### src/rtl/mcitt_pkg.sv
// Shared types and constants for the multi-channel interval timer table.
`default_nettype none

package mcitt_pkg;

   localparam int NUM_SLOTS   = 16;
   localparam int IDX_W       = (NUM_SLOTS > 1) ? $clog2(NUM_SLOTS) : 1;
   localparam int MAX_RESULTS = 32;
   localparam int CNT_W       = $clog2(MAX_RESULTS + 1);
   localparam int REQ_DATA_W  = 104;
   localparam int RSP_DATA_W  = 8;

   localparam logic [1:0] OP_START    = 2'd0;
   localparam logic [1:0] OP_KILL     = 2'd1;
   localparam logic [1:0] OP_TICK     = 2'd2;
   localparam logic [1:0] OP_KILL_ALL = 2'd3;

   localparam logic [1:0] KIND_STARTED = 2'd0;
   localparam logic [1:0] KIND_NOFREE  = 2'd1;
   localparam logic [1:0] KIND_FIRED   = 2'd2;
   localparam logic [1:0] KIND_KILLED  = 2'd3;

   typedef struct packed {
      logic [31:0] interval;
      logic [32:0] deadline;
      logic [32:0] expiry;
      logic        never_expires;
      logic        fire_enable;
      logic        kill_enable;
   } slot_rec_type;

   typedef struct packed {
      logic       push;
      logic       finish;
      logic [1:0] kind;
      logic [3:0] slot;
   } evt_type;

endpackage

`default_nettype wire

### src/rtl/mcitt_slot_ram.sv
// Synchronous slot record memory with one write port and one registered read port.
`default_nettype none

module mcitt_slot_ram
   import mcitt_pkg::*;
(
   input  wire logic               clock,
   input  wire logic               wr_en,
   input  wire logic [IDX_W-1:0]   wr_addr,
   input  wire slot_rec_type       wr_data,
   input  wire logic               rd_en,
   input  wire logic [IDX_W-1:0]   rd_addr,
   output slot_rec_type            rd_data
);

   slot_rec_type mem [NUM_SLOTS];
   slot_rec_type rd_data_ff;

   always_ff @(posedge clock) begin
      if (wr_en) begin
         mem[wr_addr] <= wr_data;
      end
   end

   always_ff @(posedge clock) begin
      if (rd_en) begin
         rd_data_ff <= mem[rd_addr];
      end
   end

   assign rd_data = rd_data_ff;

endmodule

`default_nettype wire

### src/rtl/mcitt_evt_out.sv
// Result stage: holds the newest event so the final one of a request can be marked last.
`default_nettype none

module mcitt_evt_out
   import mcitt_pkg::*;
(
   input  wire logic                  clock,
   input  wire logic                  reset,
   input  wire evt_type               evt,
   output logic                       evt_ok,
   output logic                       rsp_tvalid,
   input  wire logic                  rsp_tready,
   output logic [RSP_DATA_W-1:0]      rsp_tdata,
   output logic [1:0]                 rsp_tuser,
   output logic                       rsp_tlast
);

   logic             pend_valid_ff, pend_valid_in;
   logic [1:0]       pend_kind_ff, pend_kind_in;
   logic [3:0]       pend_slot_ff, pend_slot_in;
   logic             out_valid_ff, out_valid_in;
   logic [1:0]       out_kind_ff, out_kind_in;
   logic [3:0]       out_slot_ff, out_slot_in;
   logic             out_last_ff, out_last_in;
   logic [CNT_W-1:0] cnt_ff, cnt_in;
   logic             out_free;
   logic             room;

   assign out_free = !out_valid_ff || rsp_tready;
   assign evt_ok   = !pend_valid_ff || out_free;
   assign room     = cnt_ff != CNT_W'(MAX_RESULTS);

   always_comb begin
      pend_valid_in = pend_valid_ff;
      pend_kind_in  = pend_kind_ff;
      pend_slot_in  = pend_slot_ff;
      out_valid_in  = out_valid_ff && !rsp_tready;
      out_kind_in   = out_kind_ff;
      out_slot_in   = out_slot_ff;
      out_last_in   = out_last_ff;
      cnt_in        = cnt_ff;
      if (evt.push && evt_ok && room) begin
         if (pend_valid_ff) begin
            out_valid_in = 1'b1;
            out_kind_in  = pend_kind_ff;
            out_slot_in  = pend_slot_ff;
            out_last_in  = 1'b0;
         end
         pend_valid_in = 1'b1;
         pend_kind_in  = evt.kind;
         pend_slot_in  = evt.slot;
         cnt_in        = cnt_ff + CNT_W'(1);
      end else if (evt.finish && evt_ok) begin
         if (pend_valid_ff) begin
            out_valid_in = 1'b1;
            out_kind_in  = pend_kind_ff;
            out_slot_in  = pend_slot_ff;
            out_last_in  = 1'b1;
         end
         pend_valid_in = 1'b0;
         cnt_in        = '0;
      end
   end

   always_ff @(posedge clock) begin
      if (reset) begin
         pend_valid_ff <= 1'b0;
         out_valid_ff  <= 1'b0;
         cnt_ff        <= '0;
      end else begin
         pend_valid_ff <= pend_valid_in;
         out_valid_ff  <= out_valid_in;
         cnt_ff        <= cnt_in;
      end
   end

   always_ff @(posedge clock) begin
      pend_kind_ff <= pend_kind_in;
      pend_slot_ff <= pend_slot_in;
      out_kind_ff  <= out_kind_in;
      out_slot_ff  <= out_slot_in;
      out_last_ff  <= out_last_in;
   end

   assign rsp_tvalid = out_valid_ff;
   assign rsp_tdata  = {{(RSP_DATA_W - 4){1'b0}}, out_slot_ff};
   assign rsp_tuser  = out_kind_ff;
   assign rsp_tlast  = out_last_ff;

endmodule

`default_nettype wire

### src/rtl/mcitt_ctrl.sv
// Request sequencer: slot walk, read-modify-write of slot records and in-use flags.
`default_nettype none

module mcitt_ctrl
   import mcitt_pkg::*;
(
   input  wire logic                  clock,
   input  wire logic                  reset,
   input  wire logic                  req_tvalid,
   output logic                       req_tready,
   input  wire logic [REQ_DATA_W-1:0] req_tdata,
   input  wire logic [1:0]            req_tuser,
   output logic                       rd_en,
   output logic [IDX_W-1:0]           rd_addr,
   input  wire slot_rec_type          rd_data,
   output logic                       wr_en,
   output logic [IDX_W-1:0]           wr_addr,
   output slot_rec_type               wr_data,
   output evt_type                    evt,
   input  wire logic                  evt_ok
);

   localparam logic [2:0] S_IDLE   = 3'd0;
   localparam logic [2:0] S_START  = 3'd1;
   localparam logic [2:0] S_READ   = 3'd2;
   localparam logic [2:0] S_EVAL   = 3'd3;
   localparam logic [2:0] S_KILL   = 3'd4;
   localparam logic [2:0] S_FINISH = 3'd5;

   logic [2:0]           state_ff, state_in;
   logic [IDX_W-1:0]     idx_ff, idx_in;
   logic [NUM_SLOTS-1:0] in_use_ff, in_use_in;
   logic [1:0]           op_ff;
   logic [31:0]          now_ff, period_ff, lifetime_ff;
   logic                 forever_ff, nfire_ff, nkill_ff;

   logic [3:0]           req_slot;
   logic                 slot_ok;
   logic                 accept;
   logic                 last_idx;
   logic                 free_found;
   logic [IDX_W-1:0]     free_idx;
   logic                 due, expire;
   slot_rec_type         new_rec;

   assign req_slot   = req_tdata[3:0];
   assign slot_ok    = {2'b00, req_slot} < 6'(NUM_SLOTS);
   assign req_tready = state_ff == S_IDLE;
   assign accept     = req_tvalid && req_tready;
   assign last_idx   = idx_ff == IDX_W'(NUM_SLOTS - 1);

   always_comb begin
      free_found = 1'b0;
      free_idx   = '0;
      for (int i = NUM_SLOTS - 1; i >= 0; i--) begin
         if (!in_use_ff[i]) begin
            free_found = 1'b1;
            free_idx   = IDX_W'(i);
         end
      end
   end

   always_comb begin
      new_rec.interval      = period_ff;
      new_rec.deadline      = {1'b0, now_ff} + {1'b0, period_ff};
      new_rec.expiry        = {1'b0, now_ff} + {1'b0, lifetime_ff};
      new_rec.never_expires = forever_ff;
      new_rec.fire_enable   = nfire_ff;
      new_rec.kill_enable   = nkill_ff;
   end

   assign due    = rd_data.deadline <= {1'b0, now_ff};
   assign expire = !rd_data.never_expires && (rd_data.expiry < {1'b0, now_ff});

   always_comb begin
      state_in   = state_ff;
      idx_in     = idx_ff;
      in_use_in  = in_use_ff;
      evt        = '0;
      rd_en      = 1'b0;
      rd_addr    = idx_ff;
      wr_en      = 1'b0;
      wr_addr    = idx_ff;
      wr_data    = rd_data;
      case (state_ff)
         S_IDLE: begin
            if (accept) begin
               idx_in = '0;
               if (req_tuser == OP_START) begin
                  state_in = S_START;
               end else if (req_tuser == OP_KILL) begin
                  idx_in   = IDX_W'(req_slot);
                  state_in = slot_ok ? S_READ : S_FINISH;
               end else begin
                  state_in = S_READ;
               end
            end
         end
         S_START: begin
            if (evt_ok) begin
               evt.push = 1'b1;
               state_in = S_FINISH;
               if (free_found) begin
                  evt.kind            = KIND_STARTED;
                  evt.slot            = 4'(free_idx);
                  wr_en               = 1'b1;
                  wr_addr             = free_idx;
                  wr_data             = new_rec;
                  in_use_in[free_idx] = 1'b1;
               end else begin
                  evt.kind = KIND_NOFREE;
                  evt.slot = 4'd0;
               end
            end
         end
         S_READ: begin
            if (in_use_ff[idx_ff]) begin
               rd_en    = 1'b1;
               state_in = (op_ff == OP_TICK) ? S_EVAL : S_KILL;
            end else if (op_ff == OP_KILL || last_idx) begin
               state_in = S_FINISH;
            end else begin
               idx_in = idx_ff + IDX_W'(1);
            end
         end
         S_EVAL: begin
            if (!(due && rd_data.fire_enable && !evt_ok)) begin
               if (due) begin
                  wr_en            = 1'b1;
                  wr_data.deadline = rd_data.deadline + {1'b0, rd_data.interval};
               end
               evt.push = due && rd_data.fire_enable;
               evt.kind = KIND_FIRED;
               evt.slot = 4'(idx_ff);
               if (expire) begin
                  state_in = S_KILL;
               end else if (last_idx) begin
                  state_in = S_FINISH;
               end else begin
                  idx_in   = idx_ff + IDX_W'(1);
                  state_in = S_READ;
               end
            end
         end
         S_KILL: begin
            if (!(rd_data.kill_enable && !evt_ok)) begin
               in_use_in[idx_ff] = 1'b0;
               evt.push          = rd_data.kill_enable;
               evt.kind          = KIND_KILLED;
               evt.slot          = 4'(idx_ff);
               if (op_ff == OP_KILL || last_idx) begin
                  state_in = S_FINISH;
               end else begin
                  idx_in   = idx_ff + IDX_W'(1);
                  state_in = S_READ;
               end
            end
         end
         S_FINISH: begin
            evt.finish = 1'b1;
            if (evt_ok) begin
               state_in = S_IDLE;
            end
         end
         default: begin
            state_in = S_IDLE;
         end
      endcase
   end

   always_ff @(posedge clock) begin
      if (reset) begin
         state_ff  <= S_IDLE;
         idx_ff    <= '0;
         in_use_ff <= '0;
      end else begin
         state_ff  <= state_in;
         idx_ff    <= idx_in;
         in_use_ff <= in_use_in;
      end
   end

   always_ff @(posedge clock) begin
      if (accept) begin
         op_ff       <= req_tuser;
         period_ff   <= req_tdata[35:4];
         lifetime_ff <= req_tdata[67:36];
         forever_ff  <= req_tdata[68];
         nfire_ff    <= req_tdata[69];
         nkill_ff    <= req_tdata[70];
         now_ff      <= req_tdata[102:71];
      end
   end

endmodule

`default_nettype wire

### src/rtl/multi_channel_interval_timer_table_core.sv
// Top level of the multi-channel interval timer table.
//
//   Channel   Direction  Payload
//   req_*     in         tuser: op; tdata: slot, period, lifetime, forever_req,
//                        notify_fire, notify_kill, now
//   rsp_*     out        tuser: kind; tdata: timer_slot; tlast: last
//
// A start takes the lowest free slot and writes its record. A kill of a slot in use reads
// its record first and frees it; a kill of a free slot goes straight to the finish step.
// Tick and kill all walk the slots in order and read each record in use; a tick passes
// each slot that it retires on to the kill step, which frees it.
// Reset clears the in-use flags at once; the record memory needs no clearing pass.
// A stalled result channel holds the walk when the controller has a new event while both
// the pending and the output event registers are full.
`default_nettype none

module multi_channel_interval_timer_table_core
   import mcitt_pkg::*;
(
   input  wire logic                  clock,
   input  wire logic                  reset,
   input  wire logic                  req_tvalid,
   output logic                       req_tready,
   // slot[3:0], period[35:4], lifetime[67:36], forever_req[68], notify_fire[69],
   // notify_kill[70], now[102:71], zero[103]
   input  wire logic [REQ_DATA_W-1:0] req_tdata,
   // op[1:0]
   input  wire logic [1:0]            req_tuser,
   output logic                       rsp_tvalid,
   input  wire logic                  rsp_tready,
   // timer_slot[3:0], zero[7:4]
   output logic [RSP_DATA_W-1:0]      rsp_tdata,
   // kind[1:0]
   output logic [1:0]                 rsp_tuser,
   output logic                       rsp_tlast
);

   logic             rd_en;
   logic [IDX_W-1:0] rd_addr;
   slot_rec_type     rd_data;
   logic             wr_en;
   logic [IDX_W-1:0] wr_addr;
   slot_rec_type     wr_data;
   evt_type          evt;
   logic             evt_ok;

   mcitt_ctrl u_ctrl (
      .clock      (clock),
      .reset      (reset),
      .req_tvalid (req_tvalid),
      .req_tready (req_tready),
      .req_tdata  (req_tdata),
      .req_tuser  (req_tuser),
      .rd_en      (rd_en),
      .rd_addr    (rd_addr),
      .rd_data    (rd_data),
      .wr_en      (wr_en),
      .wr_addr    (wr_addr),
      .wr_data    (wr_data),
      .evt        (evt),
      .evt_ok     (evt_ok)
   );

   mcitt_slot_ram u_slot_ram (
      .clock   (clock),
      .wr_en   (wr_en),
      .wr_addr (wr_addr),
      .wr_data (wr_data),
      .rd_en   (rd_en),
      .rd_addr (rd_addr),
      .rd_data (rd_data)
   );

   mcitt_evt_out u_evt_out (
      .clock      (clock),
      .reset      (reset),
      .evt        (evt),
      .evt_ok     (evt_ok),
      .rsp_tvalid (rsp_tvalid),
      .rsp_tready (rsp_tready),
      .rsp_tdata  (rsp_tdata),
      .rsp_tuser  (rsp_tuser),
      .rsp_tlast  (rsp_tlast)
   );

endmodule

`default_nettype wire

### config.mk
export PLATFORM = sky130hd
export DESIGN_NAME = multi_channel_interval_timer_table_core
export DESIGN_NICKNAME = d
export VERILOG_FILES = /design/src/rtl/mcitt_pkg.sv /design/src/rtl/mcitt_slot_ram.sv /design/src/rtl/mcitt_evt_out.sv /design/src/rtl/mcitt_ctrl.sv /design/src/rtl/multi_channel_interval_timer_table_core.sv
export SDC_FILE = /design/constraint.sdc
export NUM_CORES = 2
export LEC_CHECK = 0
export ABC_AREA = 1
export BUFFER_PORTS_ARGS = -buffer_cell sky130_fd_sc_hd__buf_4
export CAP_MARGIN = 20
export CORE_MARGIN = 2
export CORE_UTILIZATION = 40
export DETAILED_ROUTE_END_ITERATION = 12
export MAX_ROUTING_LAYER = met4
export SYNTH_ARGS = -nofsm -noshare
export SYNTH_HDL_FRONTEND = slang
export SYNTH_SLANG_ARGS = --single-unit
### constraint.sdc
create_clock -name clock -period 19 [get_ports clock]
set_clock_uncertainty 0.1 [all_clocks]
set_input_delay 1.9 -clock clock [delete_from_list [all_inputs] [get_ports clock]]
set_output_delay 1.9 -clock clock [all_outputs]
set_load 0.05 [all_outputs]
==> summary.txt <==
Worst setup path
  – Worst-path fanout max: 51
  – Setup crit end: u_slot_ram.mem[5][22]
  – Worst Path Arrival: 6.79 ns
  – Critical path data required time: 19.36 ns
  – CP Launch Type: primary input
  – Worst Setup SP: rsp_tready
  – Critical path class: in -> reg
  – Worst r2r path cells: 13
  – Slowest-stage cell, CP: buf_4
  – Reg2Reg Setup Slack: 13.09 ns
  – CP bufs+invs: 5
  – Reg-to-Reg Start: u_ctrl.state_ff[0]
  – Levels on crit path: 13
  – CP top delay family: simple AND/OR/NAND/NOR gates
  – R2R Path End: u_slot_ram.mem[9][30]
  – Crit path cell chain: buf_4 > nor2_1 > inv_1 > nor2_4 > inv_2 > nand2_4 > nor2_8 > inv_4 > nor2_1 > a21oi_2 > nand3_2 > nor2_4 > buf_4
  – Worst stage delay on the critical path: 0.88 ns
  – Worst Setup End Kind: register

Clock tree
  – CTS max path bufs: 3
  – Cts hold-fix bufs: 0
  – CTS resizes: 0
  – Clk sink count: 1862
  – Clock slew at reported path FFs: 0.06 ns
  – Clock root buffer: clkbuf_16
  – Post-CTS setup buffer count: 0
  – CTS tree: done
  – # H-tree levels: 4
  – Clk Latency, worst-skew pair: 0.88 ns
  – TritonCTS Buffers: 185

Placed design
  – Placed Cells incl. Taps: 9171
  – I/O Buffers: 117
  – Final Wtd Congestion: 0.930
  – Dpl hpwl: 133 mm

Final layout
  – Filler cell count: 17900
  – Nets: 6997
  – Layout area overhead: 12.3%
  – Count of non-filler cells in the finished layout: 9517
  – Most frequent cells in the layout: edfxtp_1 (1831), nor2_1 (998), nand2_1 (939)
  – Final core utilization: 0.452
  – Layout cell share with drive strength beyond 1: 0.0821
  – Commonest non-fill, non-tap cell in the layout: edfxtp_1

STA
  – Slew @ Worst Pin: 1.11 ns
  – Number of hold violations in the final report: 0
  – Min Clock Period, post-route: 6.43 ns
  – Setup TNS: 0 ns
  – Final period util: 0.338
  – Slew margin rel.: 0.260
  – Min Hold Slack: 0.327 ns
  – # setup viols final: 0
  – RSZ-0062 raised after global routing: no
  – Max Slew Vio Count: 0
  – Max Clock Freq: 156 MHz

Floorplan
  – DIE HEIGHT: 450 µm
  – # rows: 163
  – Die area: 202000 µm²
  – Die Width: 450 µm
  – Core box area: 197000 µm²
  – Initial Utilization: 0.403
  – # IOs: 123

Synth
  – Ys Warns: 0
  – Synth top area share: 0.691
  – Seq/Total Area, Yosys: 0.699
  – Synth async-reset ratio: 0
  – Netlist Area Pre-Place: 79500 µm²
  – Cell taking the most area after synthesis: edfxtp_1
  – Top cells by area, synth: edfxtp_1 (69%), o21ai_0 (5.9%), nor2_1 (4.8%), nand2_1 (4.4%), o22ai_1 (3.2%)
  – Post-synth EDFFs: 1831
  – Post-Syn Instances: 6685
  – Post-synth cell types: 67
  – Synthesized flop and latch total: 1862
  – Synthesized area per cell: 11.9 µm²
  – Predominant post-synthesis flop cell: edfxtp_1

Routing
  – Detailed Routing Iterations Pass 1: 6
  – Antenna Nets Post-Route: 0
  – Via count: 54000
  – Drt wl/cell: 25.1 µm
  – Number of DRC markers in iteration 0: 5736
  – Via density: 5.67
  – Final WL: 239 mm
  – DRC violations left: 0

Flow run
  – Max-Cap Viols: 0

Status
  – Outcome: finished clean

Min path
  – Worst hold path type: reg -> reg

Global routing
  – Gr usage total: 0.237
  – Initial antenna violation count: 6
  – Total congestion overflow: 0
  – Largest net degree at the start of global routing: 194
  – Vias in the first global route: 50900
  – Global-route wire length before repair: 346 mm

Pwr
  – PD cells: 147 nW/µm²
  – Leakage: 30.3 nW
  – Worst vdd rail ir drop: 0.000142 V
  – Power Total: 0.0131 W
-- report_power, final --
group,switching (W),internal [W]
clock network,0.00161,0.00209
registers,0.000250,0.00537
logic,0.00281,0.000975
-- worst min path at each step --
stage	slack (ns)	start	endpoint	depth (start not counted)
final	0.33	u_evt_out.pend_kind_ff[0]	u_evt_out.rsp_tuser[0]	0
after global routing	0.34	u_evt_out.pend_slot_ff[1]	u_evt_out.out_slot_ff[1]	0
after CTS	0.33	u_evt_out.pend_slot_ff[1]	u_evt_out.out_slot_ff[1]	0
after detailed placement	0.32	u_evt_out.pend_slot_ff[1]	u_evt_out.out_slot_ff[1]	0
after global placement	0.32	u_evt_out.pend_slot_ff[1]	u_evt_out.out_slot_ff[1]	0
after floorplan	0.30	u_evt_out.pend_slot_ff[0]	u_evt_out.out_slot_ff[0]	0
-- sequential cells by signal (all words and copies together) (netlist names) --
| register | count |
|---|---|
| u_slot_ram.mem | 1616 |
| u_slot_ram.rd_data | 101 |
| u_ctrl.lifetime_ff | 32 |
| u_ctrl.now_ff | 32 |
| u_ctrl.period_ff | 32 |
| u_ctrl.in_use_ff | 16 |
| u_evt_out.cnt_ff | 6 |
| u_ctrl.rd_addr | 4 |
| u_evt_out.out_slot_ff | 4 |
| u_evt_out.pend_slot_ff | 4 |
| u_ctrl.state_ff | 3 |
| u_ctrl.op_ff | 2 |
| u_evt_out.pend_kind_ff | 2 |
| u_evt_out.rsp_tuser | 2 |
| u_ctrl.forever_ff | 1 |
| u_ctrl.nfire_ff | 1 |
| u_ctrl.nkill_ff | 1 |
| u_evt_out.pend_valid_ff | 1 |
| u_evt_out.rsp_tlast | 1 |
| u_evt_out.rsp_tvalid | 1 |
-- stage by stage --
step	setup slack (ns)	instance area, µm²
floorplan	11.07	79500
global placement	11.64	83100
detailed placement	11.68	83100
CTS	12.59	89200
global route	12.47	89300
finish	12.57	89300
-- cells in the mapped netlist (all sizes together) (61+ instances only) --
master	number
edfxtp	1831
nand4	139
inv	235
nand3	113
clkbuf	298
nand2	948
o22ai	404
nor2	1032
buf	61
ha	165
o21ai	981
a21oi	220
-- per-layer routing --
layer | up-vias | share of wire | global-route usage
met2 | 2119 | 0.48 | 0.380
met3 | 399 | 0.065 | 0.0315
li1 | 24500 | - | -
met4 | 0 | 0.038 | 0.0896
met5 | - | 0 | -
met1 | 27000 | 0.42 | 0.307
-- worst register-to-register path: cells and delay by family, from the launching register on --
family                 cells  cell delay (ns)
AO/OA/AOI/OAI              1             0.10
buffers and inverters      6             2.09
flip-flops                 1             0.42
AND/OR/NAND/NOR            6             2.70
-- layout make-up --
type	instances	area, µm²	share of cell area
diodes	6	15.0	0.000168
clock buffers	220	4820	0.0540
clock inverters	119	1280	0.0143
inverters	235	922	0.0103
multi-input cells	4232	21700	0.243
flip-flops and latches	1862	55600	0.623
well taps	2640	3300	0.0370
repair buffers	203	1630	0.0183
-- cells by family (layout without fill, tap and decap cells) --
group | after synthesis | count (layout) | share of synthesized area
simple gates | 2285 | 2285 | 0.118
flops | 1862 | 1862 | 0.699
compound gates | 1712 | 1712 | 0.118
buf+inv | 594 | 777 | 0.0300
fa+ha+maj | 168 | 168 | 0.0267
xor+xnor | 58 | 58 | 0.00639
mux | 5 | 5 | 0.000692
other cells | 1 | 10 | 0.0000472
Power figures use the tool's default switching activity.
